$ cat src/sv/rasb_pkg.sv
// rasb_pkg: shared types and constants for the saturating add/subtract blend.
// No dependencies; imported by rasb_scale and rgba_add_sub_blend_top.
package rasb_pkg;

   localparam int CHAN_W    = 8;
   localparam int NUM_CHAN  = 4;
   localparam int PIXEL_W   = CHAN_W * NUM_CHAN;
   localparam int CSR_IDX_W = 2;
   localparam int CSR_DATA_W = 8;

   // register indexes on the csr port
   localparam logic [CSR_IDX_W-1:0] CSR_BLEND_OP  = 2'd0;
   localparam logic [CSR_IDX_W-1:0] CSR_KEEP_DEST = 2'd1;
   localparam logic [CSR_IDX_W-1:0] CSR_USE_OPA   = 2'd2;
   localparam logic [CSR_IDX_W-1:0] CSR_OPACITY   = 2'd3;

   // blend_op codes
   localparam logic OP_ADD = 1'b0;
   localparam logic OP_SUB = 1'b1;

   localparam logic [CHAN_W-1:0] OPACITY_RESET = 8'hff;
   localparam logic [CHAN_W-1:0] CHAN_MAX      = 8'hff;
   localparam logic [CHAN_W-1:0] CHAN_MIN      = 8'h00;

   typedef struct packed {
      logic              blend_op;
      logic              keep_dest_alpha;
      logic              use_opacity;
      logic [CHAN_W-1:0] opacity;
   } cfg_type;

endpackage : rasb_pkg

$ cat src/sv/rasb_scale.sv
// rasb_scale: opacity scaling of the source pixel, one 8x8 multiply per colour byte.
// Depends on rasb_pkg.
module rasb_scale (
   input  rasb_pkg::cfg_type                 cfg,
   input  logic [rasb_pkg::PIXEL_W-1:0]      src_pixel,
   output logic [rasb_pkg::PIXEL_W-1:0]      scaled_pixel
);
   import rasb_pkg::*;

   logic [PIXEL_W-1:0] scaled_w;

   genvar k;
   generate
      for (k = 0; k < NUM_CHAN - 1; k++) begin : g_chan
         logic [CHAN_W-1:0]   s;
         logic [CHAN_W-1:0]   mul_in;
         logic [2*CHAN_W-1:0] prod;
         assign s = src_pixel[k*CHAN_W +: CHAN_W];
         // subtract: 255 - ((255-s)*opa >> 8) is the complement of (~s*opa >> 8)
         assign mul_in = (cfg.blend_op == OP_SUB) ? ~s : s;
         assign prod   = mul_in * cfg.opacity;
         assign scaled_w[k*CHAN_W +: CHAN_W] = (cfg.blend_op == OP_SUB) ?
                                               ~prod[2*CHAN_W-1:CHAN_W] :
                                               prod[2*CHAN_W-1:CHAN_W];
      end
   endgenerate

   // when opacity is on, alpha is forced to 0 for add (neutral) and to 255 for subtract
   assign scaled_w[PIXEL_W-1 -: CHAN_W] = (cfg.blend_op == OP_SUB) ? CHAN_MAX : CHAN_MIN;

   assign scaled_pixel = cfg.use_opacity ? scaled_w : src_pixel;

endmodule : rasb_scale

$ cat src/sv/rgba_add_sub_blend_top.sv
// rgba_add_sub_blend_top: three-stage saturating add/subtract pixel blend.
// Depends on rasb_pkg and rasb_scale.
//
//  channel | ports         | beat contents (low bit up)
//  --------+---------------+-----------------------------------------------
//  req     | req_t*        | tdata: dest_pixel[31:0], src_pixel[63:32]; tlast: last_in_run
//  rsp     | rsp_t*        | tdata: blended_pixel[31:0]; tlast: last_out
//  csr     | csr_we/index  | 0 blend_op, 1 keep_dest_alpha, 2 use_opacity, 3 opacity
//
// One pixel per clock sustained while rsp_tready stays high.
// Stage 1 registers the beat, stage 2 holds the opacity-scaled source (one 8x8
// multiply per colour byte), stage 3 is the saturating add/subtract output register.
// Each stage loads when it is empty or the stage after it moves, so bubbles close up
// and a stalled rsp side holds every beat in place.
// Synchronous active-high reset empties the pipe and sets opacity to 255.
module rgba_add_sub_blend_top (
   input  logic                                clock,
   input  logic                                reset,
   // request channel
   input  logic                                req_tvalid,
   output logic                                req_tready,
   input  logic [2*rasb_pkg::PIXEL_W-1:0]      req_tdata,   // dest_pixel, src_pixel
   input  logic                                req_tlast,   // last_in_run
   // response channel
   output logic                                rsp_tvalid,
   input  logic                                rsp_tready,
   output logic [rasb_pkg::PIXEL_W-1:0]        rsp_tdata,   // blended_pixel
   output logic                                rsp_tlast,   // last_out
   // configuration
   input  logic                                csr_we,
   input  logic [rasb_pkg::CSR_IDX_W-1:0]      csr_index,
   input  logic [rasb_pkg::CSR_DATA_W-1:0]     csr_wdata
);
   import rasb_pkg::*;

   // ---------------- configuration registers ----------------
   cfg_type cfg_ff, cfg_in;

   always_comb begin
      cfg_in = cfg_ff;
      if (csr_we) begin
         unique case (csr_index)
            CSR_BLEND_OP:  cfg_in.blend_op        = csr_wdata[0];
            CSR_KEEP_DEST: cfg_in.keep_dest_alpha = csr_wdata[0];
            CSR_USE_OPA:   cfg_in.use_opacity     = csr_wdata[0];
            CSR_OPACITY:   cfg_in.opacity         = csr_wdata[CHAN_W-1:0];
            default:       cfg_in = cfg_ff;
         endcase
      end
   end

   always_ff @(posedge clock) begin
      if (reset) begin
         cfg_ff.blend_op        <= OP_ADD;
         cfg_ff.keep_dest_alpha <= 1'b0;
         cfg_ff.use_opacity     <= 1'b0;
         cfg_ff.opacity         <= OPACITY_RESET;
      end else begin
         cfg_ff <= cfg_in;
      end
   end

   // ---------------- pipeline control ----------------
   logic v1_ff, v2_ff, v3_ff;
   logic v1_in, v2_in, v3_in;
   logic ready1, ready2, ready3;

   assign ready3 = !v3_ff || rsp_tready;
   assign ready2 = !v2_ff || ready3;
   assign ready1 = !v1_ff || ready2;
   assign req_tready = ready1;

   assign v1_in = ready1 ? req_tvalid : v1_ff;
   assign v2_in = ready2 ? v1_ff      : v2_ff;
   assign v3_in = ready3 ? v2_ff      : v3_ff;

   always_ff @(posedge clock) begin
      if (reset) begin
         v1_ff <= 1'b0;
         v2_ff <= 1'b0;
         v3_ff <= 1'b0;
      end else begin
         v1_ff <= v1_in;
         v2_ff <= v2_in;
         v3_ff <= v3_in;
      end
   end

   // ---------------- stage 1: input register ----------------
   logic [PIXEL_W-1:0] dest1_ff, src1_ff;
   logic               last1_ff;

   always_ff @(posedge clock) begin
      if (ready1 && req_tvalid) begin
         dest1_ff <= req_tdata[PIXEL_W-1:0];
         src1_ff  <= req_tdata[2*PIXEL_W-1:PIXEL_W];
         last1_ff <= req_tlast;
      end
   end

   // ---------------- stage 2: scaled source ----------------
   logic [PIXEL_W-1:0] scaled_in;
   logic [PIXEL_W-1:0] dest2_ff, src2_ff;
   logic               last2_ff;

   rasb_scale u_scale (
      .cfg          (cfg_ff),
      .src_pixel    (src1_ff),
      .scaled_pixel (scaled_in)
   );

   always_ff @(posedge clock) begin
      if (ready2 && v1_ff) begin
         dest2_ff <= dest1_ff;
         src2_ff  <= scaled_in;
         last2_ff <= last1_ff;
      end
   end

   // ---------------- stage 3: saturating add / subtract ----------------
   logic [PIXEL_W-1:0] blend_in;
   logic [PIXEL_W-1:0] out3_ff;
   logic               last3_ff;

   always_comb begin
      logic [CHAN_W:0]   sum;
      logic [CHAN_W:0]   diff;
      logic [CHAN_W-1:0] d;
      logic [CHAN_W-1:0] s;
      blend_in = '0;
      for (int k = 0; k < NUM_CHAN; k++) begin
         d    = dest2_ff[k*CHAN_W +: CHAN_W];
         s    = src2_ff[k*CHAN_W +: CHAN_W];
         sum  = {1'b0, d} + {1'b0, s};
         diff = {1'b0, d} - {1'b0, s};
         if (cfg_ff.blend_op == OP_SUB) begin
            blend_in[k*CHAN_W +: CHAN_W] = diff[CHAN_W] ? CHAN_MIN : diff[CHAN_W-1:0];
         end else begin
            blend_in[k*CHAN_W +: CHAN_W] = sum[CHAN_W] ? CHAN_MAX : sum[CHAN_W-1:0];
         end
      end
      // keep mode: destination alpha goes through untouched
      if (cfg_ff.keep_dest_alpha) begin
         blend_in[PIXEL_W-1 -: CHAN_W] = dest2_ff[PIXEL_W-1 -: CHAN_W];
      end
   end

   always_ff @(posedge clock) begin
      if (ready3 && v2_ff) begin
         out3_ff  <= blend_in;
         last3_ff <= last2_ff;
      end
   end

   assign rsp_tvalid = v3_ff;
   assign rsp_tdata  = out3_ff;
   assign rsp_tlast  = last3_ff;

   // ---------------- assertions ----------------
   // a req beat is only taken when stage 1 can hand its content on
   a_no_overwrite: assert property (@(posedge clock) disable iff (reset)
      (req_tvalid && req_tready) |-> (!v1_ff || ready2))
      else $error("stage 1 overwritten while full");

   // a stalled stage 2 keeps its beat
   a_stage2_hold: assert property (@(posedge clock) disable iff (reset)
      (v2_ff && !ready3) |=> v2_ff)
      else $error("stage 2 beat lost during stall");

   // a beat leaving stage 2 always lands in the output register
   a_stage3_fill: assert property (@(posedge clock) disable iff (reset)
      (v2_ff && ready3) |=> v3_ff)
      else $error("beat dropped between stage 2 and output");

endmodule : rgba_add_sub_blend_top
$ cat config.mk
export PLATFORM = sky130hd
export DESIGN_NAME = rgba_add_sub_blend_top
export DESIGN_NICKNAME = d
export VERILOG_FILES = /design/src/sv/rasb_pkg.sv /design/src/sv/rasb_scale.sv /design/src/sv/rgba_add_sub_blend_top.sv
export SDC_FILE = /design/constraint.sdc
export NUM_CORES = 1
export LEC_CHECK = 0
export ABC_AREA = 1
export BUFFER_PORTS_ARGS = -buffer_cell sky130_fd_sc_hd__buf_2
export CORE_ASPECT_RATIO = 1.75
export CORE_UTILIZATION = 45
export CTS_CLUSTER_SIZE = 25
export DETAILED_ROUTE_END_ITERATION = 7
export HOLD_SLACK_MARGIN = 0.03
export PLACE_DENSITY = 0.68
export SKIP_LAST_GASP = 1
export SLEW_MARGIN = 20
export SYNTH_ARGS = -nofsm -noshare
export SYNTH_HDL_FRONTEND = slang
export SYNTH_SLANG_ARGS = --single-unit
$ cat constraint.sdc
create_clock -name clock -period 12.3 [get_ports clock]
set_input_delay 3.69 -clock clock [delete_from_list [all_inputs] [get_ports clock]]
set_output_delay 3.69 -clock clock [all_outputs]
set_load 0.02 [all_outputs]
# After elaboration in Yosys (flattened, before gate mapping)
# Cells that the tools add are included.
# totals
elab_cells,70
register_bits,177
out_inout_bits,35
# classes
bitwise,6
multipliers,3
n_reduce_logical,14
n_mux,21
add_sub_neg,8
n_eq_ne,3
# ops
cell,count
8-bit 2-to-1 mux,20
8-bit by 8-bit multiplier with 16-bit output,3
8-bit NOT,6
8-bit by 8-bit adder with 9-bit output,4
8-bit by 8-bit subtractor with 9-bit output,4
32-bit 2-to-1 mux,1
2-bit AND reduction,4
"2-bit equality test, second input constant",2
1-bit logical AND,3
1-bit logical NOT,3
1-bit logical OR,3
"2-bit by 1-bit equality test with 1-bit output, second input constant",1
2-bit logical NOT,1

# Depth between registers and ports, before layout
# logic_depth
depth_word,6
ltp_mapped,26
mapped_depth_nobuf,24

# Modules after synthesis
# A second synthesis with hierarchy kept.
# hier_totals
hier_cells,1854
area_unflattened_um2,15916.5
# by_module_without_submodules
mod,cells_per_inst,instances,area_each_um2,seq_area_each_um2
rgba_add_sub_blend_top,824,1,8891.0,5175.0
rasb_scale,1030,1,7025.5,0.0

# Least setup slack after synthesis
# No wires, ideal clock.
# synth_timing
path_type,input to output
start,input rsp_tready
end,output req_tready
path_slack_ps,4532
cell_stages,4
arrival_time_ps,4078
required_ps,8610
cell_sequence,inv_1 -> nand2_1 -> nor2_1 -> nand2_1
# synth_between
elab_chain_len,3
# synth_lines
item,line,text
from (decl),rgba_add_sub_blend_top.sv:26,"input logic rsp_tready,"
1-bit logical OR,rgba_add_sub_blend_top.sv:68,assign ready3 = !v3_ff || rsp_tready;
1-bit logical OR,rgba_add_sub_blend_top.sv:69,assign ready2 = !v2_ff || ready3;
1-bit logical OR,rgba_add_sub_blend_top.sv:70,assign ready1 = !v1_ff || ready2;
to (decl),rgba_add_sub_blend_top.sv:21,"output logic req_tready,"
# No other way between the ends.

# Worst setup path in the final report
# Ends and elaborated chain as after synthesis.

==> tab_implementation.tex <==
\begin{tabular}{lr}
\hline
Metric & Value \\
\hline
\multicolumn{2}{l}{\textbf{Critical path}} \\
\quad Endpoint of the worst setup timing path & req\_tready \\
\quad CP startpoint kind & input port \\
\quad R2R depth & 21 \\
\quad Worst R2R Setup Slack & 6.31 ns \\
\quad Arrival time of data at the critical path endpoint & 4.34 ns \\
\quad RR Startpoint & cfg\_ff[10] \\
\quad Slowest cell on the critical path & sky130\_fd\_sc\_hd\_\_buf\_2 \\
\quad Largest fanout on the critical path & 3 \\
\quad Setup Crit Path Kind & in2out \\
\quad Reg2Reg Capture Point & src2\_ff[18] \\
\quad Number of cells on the critical path & 6 \\
\quad Type of element capturing the critical path & output pin \\
\quad Crit path required time & 8.61 ns \\
\quad Delay of the slowest cell on the worst path & 0.17 ns \\
\quad Cell type group with the largest total delay on the critical path & buffers and inverters \\
\quad Buffers and inverters on the worst path & 3 \\
\quad Critical Path Source & rsp\_tready \\
\quad CP cell instances & buf\_2 > inv\_1 > nand2\_1 > nor2\_1 > nand2\_1 > buf\_2 \\
\multicolumn{2}{l}{\textbf{Finish}} \\
\quad Finished Cell Area & 17400 µm² \\
\quad Storage element area & 5180 µm² \\
\quad Ratio of cells with drive above 1 in the final layout & 10.4\% \\
\quad Net count, final & 2310 \\
\quad Layout area overhead & 10.4\% \\
\quad Area occupied by multi-input gates & 9170 µm² \\
\quad Filler Cell Count & 3295 \\
\multicolumn{2}{l}{\textbf{Timing}} \\
\quad Peak clock frequency supported by timing & 0.125 GHz \\
\quad RSZ-0062 raised after global routing & false \\
\quad Worst hold slack & 0.416 ns \\
\quad Slew HR & 33.9\% \\
\quad Skew final & 0.0125 ns \\
\quad Hold Vio Cnt, Final & 0 \\
\quad Final count of negative-setup-slack endpoints & 0 \\
\quad Measured slew at the worst slew-check pin & 0.990 ns \\
\quad Min Tclk post-route & 8.03 ns \\
\quad Post-route worst setup slack & 4.27 ns \\
\quad Final count of pins violating max slew & 0 \\
\quad Portion of the clock cycle consumed by the worst path in the final layout & 65.3\% \\
\quad Setup tns final & 0 ns \\
\multicolumn{2}{l}{\textbf{Clocking}} \\
\quad CTS tree & yes \\
\quad Clock transition at the register clock pins on the worst setup and hold paths after CTS & 0.08 ns \\
\quad Cts repair resizes & 0 \\
\quad Largest buffer count on any clock path & 2 \\
\quad Count of H-tree levels built during CTS & 4 \\
\quad CTS Hold Bufs & 0 \\
\quad Clk\_lat worst skew & 0.46 ns \\
\quad Clock root buffer & sky130\_fd\_sc\_hd\_\_clkbuf\_16 \\
\quad Cts bufs inserted & 17 \\
\quad Post-CTS setup buffer count & 0 \\
\quad \# clock sinks & 177 \\
\multicolumn{2}{l}{\textbf{Logic synthesis}} \\
\quad Count of state elements after synthesis & 177 \\
\quad Ys flop type & sky130\_fd\_sc\_hd\_\_edfxtp\_1 \\
\quad Net Count, Synth & 2214 \\
\quad YS warnings & 0 \\
\quad Count of flip-flops with a built-in enable after synthesis & 163 \\
\quad Gate count of the mapped netlist & 1858 \\
\quad Area contributors post-synth & sky130\_fd\_sc\_hd\_\_edfxtp\_1, sky130\_fd\_sc\_hd\_\_fa\_1, sky130\_fd\_sc\_hd\_\_ha\_1, sky130\_fd\_sc\_hd\_\_nand2\_1, sky130\_fd\_sc\_hd\_\_inv\_1 \\
\quad Sequential fraction of the synthesis area & 32.8\% \\
\quad Most area-hungry cell type in the Yosys netlist & sky130\_fd\_sc\_hd\_\_edfxtp\_1 \\
\quad Avg Inst Size Synth & 8.50 µm² \\
\quad Asr flop ratio synth & 0\% \\
\quad Number of library cell types mapped by synthesis & 40 \\
\quad Most instantiated library cell after synthesis & sky130\_fd\_sc\_hd\_\_nand2\_1 \\
\quad Synth cell count leaders & sky130\_fd\_sc\_hd\_\_nand2\_1, sky130\_fd\_sc\_hd\_\_inv\_1, sky130\_fd\_sc\_hd\_\_nor2\_1 \\
\quad Cell Area, Synth & 15800 µm² \\
\quad Share of the synthesized area in the top cell type & 31.0\% \\
\multicolumn{2}{l}{\textbf{GRT}} \\
\quad Maximum number of pins on one net before global-route repair & 66 \\
\quad Most used routing layer in global routing & met2 \\
\quad Met3 routing resource usage after global routing & 2.80\% \\
\quad Vias in the first global route & 12800 \\
\quad Met2 Usage GRT & 42.5\% \\
\quad Global-route wire length before repair & 61500 µm \\
\quad Gr usage total & 22.3\% \\
\quad Number of antenna violations at the first check in global routing & 1 \\
\quad Met1 routing resource usage after global routing & 23.0\% \\
\quad Remaining global-route overflow & 0 \\
\multicolumn{2}{l}{\textbf{Pwr}} \\
\quad Gate power share & 67.0\% \\
\quad Switching power & 1.93 mW \\
\quad VDD IR-drop max & 142 µV \\
\quad Switch share & 48.8\% \\
\quad Portion of total power attributed to sequential cells & 18.4\% \\
\quad Clock network power share & 14.6\% \\
\quad PwrDens & 227 nW/µm² \\
\quad Internal power consumption & 2.03 mW \\
\quad Final Total Pwr & 3.96 mW \\
\quad Leakage power & 8.59 nW \\
\multicolumn{2}{l}{\textbf{Status}} \\
\quad Status & finished clean \\
\multicolumn{2}{l}{\textbf{Die}} \\
\quad Die Area & 35900 µm² \\
\quad Number of standard-cell rows in the floorplan & 90 \\
\quad X dimension of the die & 144 µm \\
\quad Vertical die dimension & 250 µm \\
\quad Top-level I/O count & 115 \\
\quad Effective utilization at floorplan & 45.8\% \\
\quad Core Footprint & 34500 µm² \\
\multicolumn{2}{l}{\textbf{Placement}} \\
\quad Last weighted congestion value of the routability-driven placer & 0.954 \\
\quad Half-perimeter wire length of the detailed placement result & 30200 µm \\
\quad DP Area & 16800 µm² \\
\quad Count of input and output buffers & 114 \\
\quad DP Worst Slack & 4.26 ns \\
\multicolumn{2}{l}{\textbf{Detailed routing}} \\
\quad Average wire per standard cell & 15.8 µm \\
\quad Detailed router's first-iteration violation count & 675 \\
\quad Post-Route WL & 38300 µm \\
\quad Total number of vias & 12600 \\
\quad Routed via count divided by cell count & 5.21 \\
\quad Total DRC errors in the routed layout & 0 \\
\quad Detailed Routing Iterations Pass 1 & 5 \\
\quad Post-route antenna net violation count & 0 \\
\multicolumn{2}{l}{\textbf{Job}} \\
\quad Number of max-cap violations & 0 \\
\multicolumn{2}{l}{\textbf{Hold path}} \\
\quad Hold Crit Class & reg2reg \\
\hline
\end{tabular}
[cells in the final DEF (no fill, tap or decap), types with 5 or more instances in the layout]
cell type                   instances
sky130_fd_sc_hd__buf_4              7
sky130_fd_sc_hd__fa_1             113
sky130_fd_sc_hd__o21a_1             6
sky130_fd_sc_hd__edfxtp_1         163
sky130_fd_sc_hd__dfxtp_1           12
sky130_fd_sc_hd__a31oi_1           11
sky130_fd_sc_hd__nor3_1            16
sky130_fd_sc_hd__xor2_1            37
sky130_fd_sc_hd__nor4_1             7
sky130_fd_sc_hd__inv_1            323
sky130_fd_sc_hd__clkbuf_16         17
sky130_fd_sc_hd__nor2_1           222
sky130_fd_sc_hd__o21ai_0           72
sky130_fd_sc_hd__clkinv_8           5
sky130_fd_sc_hd__nand3_1          119
sky130_fd_sc_hd__nand4_1           12
sky130_fd_sc_hd__nand2_2           14
sky130_fd_sc_hd__o211ai_1           8
sky130_fd_sc_hd__or2_2             20
sky130_fd_sc_hd__nand2_1          346
sky130_fd_sc_hd__o21bai_1           7
sky130_fd_sc_hd__inv_2              7
sky130_fd_sc_hd__xnor2_1           17
sky130_fd_sc_hd__nand3b_1           8
sky130_fd_sc_hd__ha_1             163
sky130_fd_sc_hd__buf_2            114
sky130_fd_sc_hd__a21oi_1           88
[final cells by class]
cell class              count  area share (%)
clock buffers              17            2.44
clock inverters            15            1.24
repair buffers            121            3.57
diodes                      1          0.0144
inverters                 331            7.13
multi-input cells        1306            52.6
flip-flops and latches    177            29.7
well taps                 460            3.30
[power by group through the flow]
stage | registers (mW) | clock network (mW) | logic, mW
after detailed placement | 0.745 | 0 | 2.64
after floorplan | 0.740 | 0 | 2.07
after global placement | 0.743 | 0 | 2.58
final | 0.731 | 0.578 | 2.65
after CTS | 0.732 | 0.590 | 2.65
after global routing | 0.735 | 0.614 | 3.05
[logic make-up (layout without fill, tap and decap cells)]
kind of cell	after synthesis	after routing	share of synthesized area (%)
and+or+nand+nor	772	772	20.7
buffers and inverters	375	484	9.22
adders and majority gates	276	276	27.2
AOI/OAI and AO/OA	204	204	7.07
DFF	177	177	32.8
xor gates and xnor gates	54	54	3.00
other	0	1	0
[metrics by stage]
stage | util (%) | instances
after global placement | 48.7 | 2395
after detailed placement | 48.7 | 2395
final | 50.6 | 2428
after global routing | 50.6 | 2428
after floorplan | - | 1858
after CTS | 50.6 | 2427
[worst reg2reg max path, stage by stage, from the launching register on]
cell and delay [ns]:
sky130_fd_sc_hd__dfxtp_4 0.73, sky130_fd_sc_hd__buf_4 0.62, sky130_fd_sc_hd__inv_2 0.49, sky130_fd_sc_hd__nand2_1 0.16, sky130_fd_sc_hd__nand2_1 0.19, sky130_fd_sc_hd__inv_1 0.16, sky130_fd_sc_hd__nand2_1 0.09, sky130_fd_sc_hd__fa_1 0.52
sky130_fd_sc_hd__fa_1 0.55, sky130_fd_sc_hd__inv_1 0.05, sky130_fd_sc_hd__fa_1 0.47, sky130_fd_sc_hd__inv_1 0.05, sky130_fd_sc_hd__fa_1 0.47, sky130_fd_sc_hd__inv_1 0.04, sky130_fd_sc_hd__ha_1 0.30, sky130_fd_sc_hd__a21oi_1 0.22
sky130_fd_sc_hd__nor2b_1 0.16, sky130_fd_sc_hd__nand2_1 0.14, sky130_fd_sc_hd__nand2_1 0.12, sky130_fd_sc_hd__nand3b_1 0.08, sky130_fd_sc_hd__nand3_1 0.10, sky130_fd_sc_hd__nand2_1 0.06
[registers in the layout, indices dropped and copies added (netlist names)]
register    count
v2_ff           1
cfg_ff         11
last2_ff        1
last1_ff        1
dest1_ff       32
v1_ff           1
rsp_tdata      32
src2_ff        32
src1_ff        32
rsp_tvalid      1
dest2_ff       32
rsp_tlast       1
[how the worst min path moves through the flow]
stage                      start           end  slack [ns]  cells past startpoint
finish              dest1_ff[30]  dest2_ff[30]        0.42                      0
CTS                 dest1_ff[30]  dest2_ff[30]        0.42                      0
global placement    dest1_ff[27]  dest2_ff[27]        0.40                      0
detailed placement  dest1_ff[16]  dest2_ff[16]        0.40                      0
floorplan            dest1_ff[0]   dest2_ff[0]        0.40                      0
global route        dest1_ff[28]  dest2_ff[28]        0.42                      0
[layer usage]
layer | part of all wire, % | wire length [µm] | vias up
met2 | 55 | 21100 | 333
met5 | 0 | 0 | -
met1 | 37 | 14100 | 6060
met3 | 3.6 | 1380 | 112
li1 | - | - | 6140
met4 | 4.3 | 1640 | 0
(Power assumes the default switching activity.)
